`config.mk`:
```
export PLATFORM = sky130hd
export DESIGN_NAME = modbus_response_unpacker
export DESIGN_NICKNAME = d
export VERILOG_FILES = /design/src/mbru_pkg.sv /design/src/mbru_decode.sv /design/src/mbru_emit.sv /design/src/modbus_response_unpacker.sv
export VERILOG_INCLUDE_DIRS = /design/src /design/src/src
export SDC_FILE = /design/constraint.sdc
export NUM_CORES = 1
export LEC_CHECK = 0
export CORE_UTILIZATION = 45
export DETAILED_ROUTE_END_ITERATION = 16
export DONT_BUFFER_PORTS = 1
export PLACE_DENSITY = 0.64
export SYNTH_ARGS = -nofsm -noshare
export SYNTH_HDL_FRONTEND = slang
export SYNTH_HIERARCHICAL = 1
export SYNTH_SLANG_ARGS = --single-unit
```
`constraint.sdc`:
```
create_clock -name clk -period 8.3 [get_ports clk]
set_clock_uncertainty 0.2 [all_clocks]
set_input_delay 1.66 -clock clk [delete_from_list [all_inputs] [get_ports clk]]
set_output_delay 1.66 -clock clk [all_outputs]
set_load 0.005 [all_outputs]
```
`src/modbus_response_unpacker_macros.svh`:
```
// Assertion macros shared by the modbus response unpacker modules.
// Each macro expands to one labeled concurrent assertion with an active-low reset.
`ifndef MODBUS_RESPONSE_UNPACKER_MACROS_SVH
`define MODBUS_RESPONSE_UNPACKER_MACROS_SVH

// Checks that the consequent holds in the same cycle as the antecedent.
`define MBRU_ASSERT_SAME(name, ck, rn, ante, cons, msg) \
    name: assert property (@(posedge ck) disable iff (!rn) (ante) |-> (cons)) \
        else $error(msg);

// Checks that the consequent holds in the cycle after the antecedent.
`define MBRU_ASSERT_NEXT(name, ck, rn, ante, cons, msg) \
    name: assert property (@(posedge ck) disable iff (!rn) (ante) |=> (cons)) \
        else $error(msg);

`endif

```
`src/mbru_pkg.sv`:
```
// Package for the modbus response unpacker: result kinds, function codes,
// frame offsets and the job record passed from the decoder to the emitter.
// No dependencies.
package mbru_pkg;

    localparam logic [1:0] KIND_BIT   = 2'd0;
    localparam logic [1:0] KIND_WORD  = 2'd1;
    localparam logic [1:0] KIND_DONE  = 2'd2;
    localparam logic [1:0] KIND_ERROR = 2'd3;

    localparam logic [1:0] MODE_IDLE = 2'd0;
    localparam logic [1:0] MODE_BITS = 2'd1;
    localparam logic [1:0] MODE_REGS = 2'd2;

    localparam logic [7:0] FC_READ_COILS    = 8'h01;
    localparam logic [7:0] FC_READ_DISCRETE = 8'h02;
    localparam logic [7:0] FC_READ_HOLDING  = 8'h03;
    localparam logic [7:0] FC_READ_INPUT    = 8'h04;

    localparam int          POS_W     = 9;
    localparam logic [8:0]  POS_CODE  = 9'd7;
    localparam logic [8:0]  POS_COUNT = 9'd8;
    localparam logic [8:0]  POS_DATA  = 9'd9;
    localparam logic [8:0]  POS_MAX   = 9'd511;

    localparam int          ADDR_W          = 2;
    localparam logic [1:0]  ADDR_BASE_INDEX = 2'd0;

    typedef struct packed {
        logic        emit;
        logic        bits;
        logic [1:0]  kind;
        logic [15:0] dest;
        logic [15:0] word;
        logic        last;
    } job_t;

endpackage

```
`src/mbru_decode.sv`:
```
// Frame decoder of the modbus response unpacker: tracks the byte offset and
// frame mode, and turns each accepted byte into at most one result job.
// Depends on mbru_pkg.
module mbru_decode (
    input  logic              clk,
    input  logic              rst_n,
    input  logic              accept,
    input  logic [7:0]        rx_byte,
    input  logic              frame_start,
    input  logic [15:0]       base_index,
    output mbru_pkg::job_t    job
);
    import mbru_pkg::*;

    logic [POS_W-1:0] pos_reg, pos_next, pos_eff;
    logic [1:0]       mode_reg, mode_next, mode_eff;
    logic [7:0]       count_reg, count_next, count_eff;
    logic [7:0]       hold_reg, hold_next, hold_eff;
    logic             fin_reg, fin_next, fin_eff;
    logic [POS_W-1:0] data_off;
    logic [POS_W-1:0] data_off_inc;
    logic             past_count;
    logic             final_byte;

    assign pos_eff   = frame_start ? '0 : pos_reg;
    assign mode_eff  = frame_start ? MODE_IDLE : mode_reg;
    assign count_eff = frame_start ? '0 : count_reg;
    assign hold_eff  = frame_start ? '0 : hold_reg;
    assign fin_eff   = frame_start ? 1'b0 : fin_reg;

    assign data_off     = pos_eff - POS_DATA;
    assign data_off_inc = data_off + 9'd1;
    assign past_count   = data_off >= {1'b0, count_eff};
    assign final_byte   = data_off_inc == {1'b0, count_eff};

    always_comb
    begin
        pos_next   = pos_reg;
        mode_next  = mode_reg;
        count_next = count_reg;
        hold_next  = hold_reg;
        fin_next   = fin_reg;
        job        = '0;
        if (accept)
        begin
            pos_next   = pos_eff;
            mode_next  = mode_eff;
            count_next = count_eff;
            hold_next  = hold_eff;
            fin_next   = fin_eff;
            if (!fin_eff)
            begin
                if (pos_eff != POS_MAX)
                begin
                    pos_next = pos_eff + 9'd1;
                end
                if (pos_eff == POS_CODE)
                begin
                    if (rx_byte == FC_READ_COILS || rx_byte == FC_READ_DISCRETE)
                    begin
                        mode_next = MODE_BITS;
                    end
                    else if (rx_byte == FC_READ_HOLDING || rx_byte == FC_READ_INPUT)
                    begin
                        mode_next = MODE_REGS;
                    end
                    else
                    begin
                        job.emit = 1'b1;
                        job.kind = KIND_ERROR;
                        job.dest = base_index;
                        job.last = 1'b1;
                        fin_next = 1'b1;
                    end
                end
                else if (pos_eff == POS_COUNT)
                begin
                    count_next = rx_byte;
                    if (rx_byte == 8'd0)
                    begin
                        job.emit = 1'b1;
                        job.kind = KIND_DONE;
                        job.dest = base_index;
                        job.last = 1'b1;
                        fin_next = 1'b1;
                    end
                end
                else if (pos_eff >= POS_DATA)
                begin
                    if (past_count)
                    begin
                        fin_next = 1'b1;
                    end
                    else
                    begin
                        if (final_byte)
                        begin
                            fin_next = 1'b1;
                        end
                        if (mode_eff == MODE_BITS)
                        begin
                            job.emit = 1'b1;
                            job.bits = 1'b1;
                            job.kind = KIND_BIT;
                            job.dest = base_index + 16'({data_off, 3'b000});
                            job.word = {8'd0, rx_byte};
                            job.last = final_byte;
                        end
                        else if (mode_eff == MODE_REGS)
                        begin
                            job.kind = KIND_WORD;
                            job.dest = base_index + 16'(data_off[POS_W-1:1]);
                            if (!data_off[0])
                            begin
                                hold_next = rx_byte;
                                job.emit  = final_byte;
                                job.word  = {rx_byte, 8'd0};
                                job.last  = 1'b1;
                            end
                            else
                            begin
                                job.emit = 1'b1;
                                job.word = {hold_eff, rx_byte};
                                job.last = final_byte;
                            end
                        end
                    end
                end
            end
        end
    end

    always_ff @(posedge clk or negedge rst_n)
    begin
        if (!rst_n)
        begin
            pos_reg   <= '0;
            mode_reg  <= MODE_IDLE;
            count_reg <= '0;
            hold_reg  <= '0;
            fin_reg   <= 1'b1;
        end
        else
        begin
            pos_reg   <= pos_next;
            mode_reg  <= mode_next;
            count_reg <= count_next;
            hold_reg  <= hold_next;
            fin_reg   <= fin_next;
        end
    end

endmodule

```
`src/mbru_emit.sv`:
```
// Result emitter of the modbus response unpacker: holds one job and sends its
// results through a registered output stage, one per cycle unless stalled.
// Depends on mbru_pkg and the assertion macro header.
`include "modbus_response_unpacker_macros.svh"

module mbru_emit (
    input  logic              clk,
    input  logic              rst_n,
    input  logic              job_load,
    input  mbru_pkg::job_t    job_in,
    output logic              job_free,
    output logic              out_valid,
    input  logic              out_ready,
    output logic [1:0]        result_kind,
    output logic [15:0]       dest_index,
    output logic [15:0]       value,
    output logic              last
);
    import mbru_pkg::*;

    job_t        job_reg;
    logic        job_valid_reg;
    logic [2:0]  idx_reg;
    logic        out_valid_reg;
    logic [1:0]  kind_reg;
    logic [15:0] dest_reg;
    logic [15:0] value_reg;
    logic        last_reg;
    logic        out_load;
    logic        job_final;
    logic        job_done;

    assign out_load  = !out_valid_reg || out_ready;
    assign job_final = !job_reg.bits || idx_reg == 3'd7;
    assign job_done  = job_valid_reg && out_load && job_final;
    assign job_free  = !job_valid_reg || job_done;

    always_ff @(posedge clk or negedge rst_n)
    begin
        if (!rst_n)
        begin
            job_valid_reg <= 1'b0;
            idx_reg       <= '0;
            out_valid_reg <= 1'b0;
        end
        else
        begin
            if (job_load)
            begin
                job_valid_reg <= 1'b1;
                idx_reg       <= '0;
            end
            else if (job_done)
            begin
                job_valid_reg <= 1'b0;
            end
            else if (job_valid_reg && out_load)
            begin
                idx_reg <= idx_reg + 3'd1;
            end
            if (out_load)
            begin
                out_valid_reg <= job_valid_reg;
            end
        end
    end

    always_ff @(posedge clk)
    begin
        if (job_load)
        begin
            job_reg <= job_in;
        end
        if (out_load && job_valid_reg)
        begin
            kind_reg <= job_reg.kind;
            last_reg <= job_reg.last && job_final;
            if (job_reg.bits)
            begin
                dest_reg  <= job_reg.dest + 16'(idx_reg);
                value_reg <= {15'd0, job_reg.word[idx_reg]};
            end
            else
            begin
                dest_reg  <= job_reg.dest;
                value_reg <= job_reg.word;
            end
        end
    end

    assign out_valid   = out_valid_reg;
    assign result_kind = kind_reg;
    assign dest_index  = dest_reg;
    assign value       = value_reg;
    assign last        = last_reg;

    `MBRU_ASSERT_SAME(a_load_only_when_free, clk, rst_n, job_load, job_free, "job loaded while busy")
    `MBRU_ASSERT_SAME(a_index_only_for_bits, clk, rst_n, job_valid_reg && idx_reg != 3'd0, job_reg.bits, "bit index moved on a single-result job")
    `MBRU_ASSERT_NEXT(a_load_sets_valid, clk, rst_n, job_load, job_valid_reg && idx_reg == 3'd0, "loaded job not pending")
    `MBRU_ASSERT_SAME(a_done_is_last, clk, rst_n, out_valid_reg && (kind_reg == KIND_DONE || kind_reg == KIND_ERROR), last_reg && value_reg == 16'd0, "done or error result not final")

endmodule

```
`src/modbus_response_unpacker.sv`:
```
// Modbus TCP response unpacker, top level: APB register, frame decoder and
// result emitter. Depends on mbru_pkg, mbru_decode and mbru_emit.
//
// The input channel (in_valid, in_ready, rx_byte, frame_start) takes one byte
// of a response frame per transfer; frame_start marks the first MBAP byte.
// The output channel (out_valid, out_ready, result_kind, dest_index, value,
// last) gives one result per transfer. The user writes base_index over the
// APB port at address 0 while the block is idle; the block does not check.
// A byte that produces results passes through the job register and then the
// output register before its first result is valid.
// A coil or discrete input byte produces eight results, one per cycle while
// the receiver is ready; register bytes and bytes without results are taken
// one per cycle while the emitter is free. The next byte is taken in the
// cycle in which the last result of the held byte moves into the output
// register, so the emitter's single job register sets the rate.
// Reset clears the frame state and empties both stages; the block then
// ignores bytes until one arrives with frame_start. When the receiver
// stalls, the output register holds its result and in_ready falls once the
// job register is full.
module modbus_response_unpacker (
    input  logic                        clk,
    input  logic                        rst_n,
    input  logic                        psel,
    input  logic                        penable,
    input  logic                        pwrite,
    input  logic [mbru_pkg::ADDR_W-1:0] paddr,
    input  logic [31:0]                 pwdata,
    output logic [31:0]                 prdata,
    output logic                        pready,
    input  logic                        in_valid,
    output logic                        in_ready,
    input  logic [7:0]                  rx_byte,
    input  logic                        frame_start,
    output logic                        out_valid,
    input  logic                        out_ready,
    output logic [1:0]                  result_kind,
    output logic [15:0]                 dest_index,
    output logic [15:0]                 value,
    output logic                        last
);
    import mbru_pkg::*;

    logic [15:0] base_index_reg;
    logic        accept;
    logic        job_free;
    job_t        job;

    assign pready = 1'b1;
    assign prdata = (paddr == ADDR_BASE_INDEX) ? {16'd0, base_index_reg} : 32'd0;

    always_ff @(posedge clk or negedge rst_n)
    begin
        if (!rst_n)
        begin
            base_index_reg <= '0;
        end
        else if (psel && penable && pwrite && paddr == ADDR_BASE_INDEX)
        begin
            base_index_reg <= pwdata[15:0];
        end
    end

    assign in_ready = job_free;
    assign accept   = in_valid && job_free;

    mbru_decode u_decode (
        .clk         (clk),
        .rst_n       (rst_n),
        .accept      (accept),
        .rx_byte     (rx_byte),
        .frame_start (frame_start),
        .base_index  (base_index_reg),
        .job         (job)
    );

    mbru_emit u_emit (
        .clk         (clk),
        .rst_n       (rst_n),
        .job_load    (accept && job.emit),
        .job_in      (job),
        .job_free    (job_free),
        .out_valid   (out_valid),
        .out_ready   (out_ready),
        .result_kind (result_kind),
        .dest_index  (dest_index),
        .value       (value),
        .last        (last)
    );

endmodule

```
Word-level counts from Yosys, hierarchy flattened
Cells that the tools add are included.
{ "word_totals": {"reg_bits": 120, "inputBits": 50} }
{ "op_classes": {"addsub": 7, "order_cmp": 3, "eq_ne": 12, "muxes": 65, "bitwise": 3, "n_reduce_logical": 24} }
{ "op_table": {"columns": ["cell", "n"], "rows": [
  ["two-way mux 37 bit", 4],
  ["two-way mux 8 bit", 13],
  ["two-way mux 18 bit", 5],
  ["two-way mux 16 bit", 4],
  ["two-way mux 35 bit", 1],
  ["two-way mux 34 bit", 1],
  ["two-way mux 9 bit", 3],
  ["two-way mux 1 bit", 24],
  ["adder 9 x 1 -> 9 bit (second input constant)", 2],
  ["two-way mux 17 bit", 1],
  ["adder 16 x 12 -> 16 bit", 1],
  ["adder 16 x 3 -> 16 bit", 1],
  ["adder 16 x 8 -> 16 bit", 1],
  ["equality test 8 x 2 -> 1 bit (second input constant)", 2],
  ["two-way mux 2 bit", 5],
  ["equality test 9 x 3 -> 1 bit (second input constant)", 1],
  ["equality test 9 x 4 -> 1 bit (second input constant)", 1],
  ["equality test 9 x 8 -> 1 bit", 1],
  ["greater-or-equal comparator 9 x 4 -> 1 bit (second input constant)", 1],
  ["greater-or-equal comparator 9 x 8 -> 1 bit", 1],
  ["two-way mux 3 bit", 3],
  ["inequality test 9 bit (second input constant)", 1],
  ["subtractor 9 x 4 -> 9 bit (second input constant)", 1],
  ["equality test 8 x 1 -> 1 bit (second input constant)", 1],
  ["19 further kinds", 35]
]} }

Depth between registers and ports, before layout
{ "logic_depth": {"ltp_word": 16, "depth_mapped": 17, "mapped_depth_nobuf": 14} }

Modules after synthesis
The synthesis kept the hierarchy.
{ "modules_own_cells": {"columns": ["mod", "n_inst", "cells_each", "area_per_inst_um2", "seq_area_each_um2"], "rows": [
  ["mbru_decode", 1, 504, 3736.1, 701.9],
  ["mbru_emit", 1, 167, 2915.3, 2257.2],
  ["modbus_response_unpacker", 1, 74, 923.4, 400.4]
]} }

Worst setup path after synthesis
OpenSTA, ideal clock, no wires.
{ "synth_path": {"path_kind": "input to register", "startpoint": "in frame_start", "endpoint": "reg u_emit/job_reg[0] in the netlist's numbering (enable)", "arrival_time_ns": 5.240, "slack_ns": 2.460, "path_stages": 16, "n_path_buf": 3, "path_cell_list": "inv_1 -> buf_2 -> clkbuf_1 -> buf_1 -> nand2_1 -> ha_1 -> a21o_1 -> ha_1 -> a211oi_1 -> o21ai_0 -> a21oi_1 -> and4_4 -> o21ai_0 -> o31ai_1 -> or2_1 -> and3_1"} }
{ "synth_lines": {"columns": ["item", "line_no", "source"], "rows": [
  ["start, declared", "modbus_response_unpacker.sv:33", "input logic frame_start,"],
  ["end signal, assigned", "mbru_emit.sv:72", "job_reg <= job_in;"],
  ["end, declared", "mbru_emit.sv:21", "job_t job_reg;"]
]} }

==> summary.txt <==
status = completed
number of flip-flops in the largest register = 36
#FFs+latches synth = 120
Worst setup SP type = primary input
leakage power = 3.05 nW
Layout area overhead = 7.86%
CTS tree = done
I/O pins = 120
final setup fails = 0
YS warnings = 6
CTS Hold Bufs = 0
cell taking the most area after synthesis = edfxtp_1
hpwl dp = 13.2 mm
Fin. Hold Viols = 0
GP Congestion = 0.919
Relative slew margins = 0.341
ANT cells = 0
Reg clk slew, reported paths = 0.06 ns
post-synthesis sequential area ratio = 0.444
cell row count = 47
initial antenna violation count = 0
Nets = 811
top cells by area, synth = edfxtp_1 28%, dfrtp_1 16%, ha_1 5.3%, nand2_1 3.1%, o21ai_0 2.4%
most frequent cells after synthesis = 71 x edfxtp_1, 62 x nand2_1, 48 x dfrtp_1, 48 x nor2_1, 37 x o21ai_0
layout cells sized above 1 = 0.0839
ys async rst share = 0.408
Post-CTS Resized = 0
clk root buf = clkbuf_16
WL final = 18.0 mm
Syn Inst Count = 745
GR Util met1 = 0.280
Post-Layout Cell Count = 959
hold depth = 0
IO buf count = 0
postcts setup bufs = 0
met3 usage = 0.0427
Achievable Freq = 164 MHz
hold crit path type = register to register
Initial Util = 0.458
Worst Setup Path Type = primary input to register
grt peak-use layer = met2
GRT Overall Usage = 0.214
TritonCTS Buffers = 17
Slew Viols, Final = 0
DR vias/cell = 5.91
hold_sp = u_emit/job_reg[34]
total power = 1.92 mW
r2r endpoint = u_emit/job_reg[25]
power per standard cell area = 235 mW/mm2
vias in the first global route = 5,515
largest net degree at the start of global routing = 50
first-pass GRT wire length = 29.2 mm
Vias = 5,670
Congestion Overflow GR = 0
required time of the critical path = 8.19 ns
critical path capture point type = register
Post-synth EDFFs = 71
Worst Tran Pin Value = 0.988 ns
Yosys cell types = 84
Die Area = 0.0174 mm2
unrepaired setup endpoints after global routing = false
Clock Path Buffers = 2
clk_lat worst skew = 0.42 ns
Hold Path End = u_emit/result_kind[1]
hold_ws = 0.221 ns
post-layout minimum cycle time = 6.09 ns
Residual DRC = 0
Synth Flop Type = edfxtp_1
MaxCap Viol Count = 0
top-count cell post-synth = edfxtp_1
final setup TNS = 0 ns
share of the synthesized area in the top cell type = 0.281
Die Span Y = 132 um
CTS H-tree depth = 4
DRT antenna net count = 0
WP data arrival = 5.98 ns
Reg-to-Reg Start = u_emit/idx_reg[1]
flop2flop setup slack = 2.67 ns
DRT Pass-1 Iters = 6
Wirelength per Cell = 18.8 um
Tcrit/Tclk final = 0.734
maximum vdd ir drop = 0.131 mV
chip width = 132 um
Inst Count DP = 927
core footprint = 0.0165 mm2
synthesized area = 0.00757 mm2
syn avg cell area = 10.2 um2
r2r worst-path depth = 12
GR Util met2 = 0.349
crit path max fanout = 35
Initial DRC Count = 374
CTS Sinks = 120
==> cells by family after synthesis <==
kind of cell | Yosys count | share of synthesized area
and+or+nand+nor | 265 | 0.188
DFF | 120 | 0.444
AOI/OAI and AO/OA | 178 | 0.163
muxes | 31 | 0.0496
adders and majority gates | 35 | 0.0608
xor gates and xnor gates | 34 | 0.0393
buffers and inverters | 80 | 0.0553
other | 2 | 0.000991
==> power breakdown <==
part	internal (mW)	total [mW]	switching, mW
Sequential	0.663	0.752	0.0894
Combinational	0.203	0.457	0.254
Clock	0.399	0.709	0.309
Total	1.26	1.92	0.653
==> placed cells by master, fill, tap and decap left out, types with 6 or more instances in the layout <==
master	n
a211oi_1	7
a21o_1	9
a21oi_1	35
a22o_1	9
a2bb2oi_1	10
a31oi_1	7
and2_1	23
and3_1	8
clkbuf_16	17
conb_1	17
dfrtp_1	48
edfxtp_1	71
ha_1	32
inv_1	24
mux2_1	6
mux2_4	11
mux2i_1	12
nand2_1	62
nand2b_1	12
nand3_1	22
nand4_1	9
nor2_1	48
nor2b_1	28
nor3_1	18
o211ai_1	6
o21ai_0	37
o2bb2ai_1	8
xnor2_1	21
xor2_1	13
==> cell type report <==
type                            count  area, um2
Clock inverter                     15        149
Tap cell                          220        275
Inverter                           25       93.8
Fill cell                        1477       8350
Timing Repair Buffer                2       15.0
Sequential cell                   120       3360
Multi-Input combinational cell    560       3850
Clock buffer                       17        425
==> worst max-delay path: stages <==
cell      delay, ns
inv_1          0.65
nand3_1        0.41
ha_1           0.42
a211oi_1       0.19
o21ai_0        0.13
a21oi_1        0.29
and3_2         0.32
nand2_1        0.36
nor2_1         0.32
or2_1          0.14
and3_1         0.67
buf_4          0.41
==> how the worst max path moves through the flow <==
| stage | endpoint | startpoint |
|---|---|---|
| after global placement | u_emit/job_reg[34] | frame_start |
| final | u_emit/job_reg[25] | frame_start |
| after CTS | u_emit/job_reg[32] | out_ready |
| after detailed placement | u_emit/job_reg[20] | out_ready |
| after floorplan | u_emit/job_reg[0] | frame_start |
| after global routing | u_emit/job_reg[25] | out_ready |
==> metal layers <==
| layer | wire length (um) | part of all wire |
|---|---|---|
| met3 | 1100 | 0.061 |
| met5 | 0 | 0 |
| met1 | 7860 | 0.44 |
| met2 | 8610 | 0.48 |
| met4 | 483 | 0.027 |
==> metrics by stage <==
step | util | setup WS, ns | instance area [um2]
finish | 0.494 | 2.21 | 8170
global route | 0.494 | 1.80 | 8170
CTS | 0.494 | 2.24 | 8170
detailed placement | 0.460 | 1.81 | 7600
global placement | 0.460 | 1.96 | 7600
floorplan | - | 2.46 | 7630
Power figures use the tool's default switching activity.
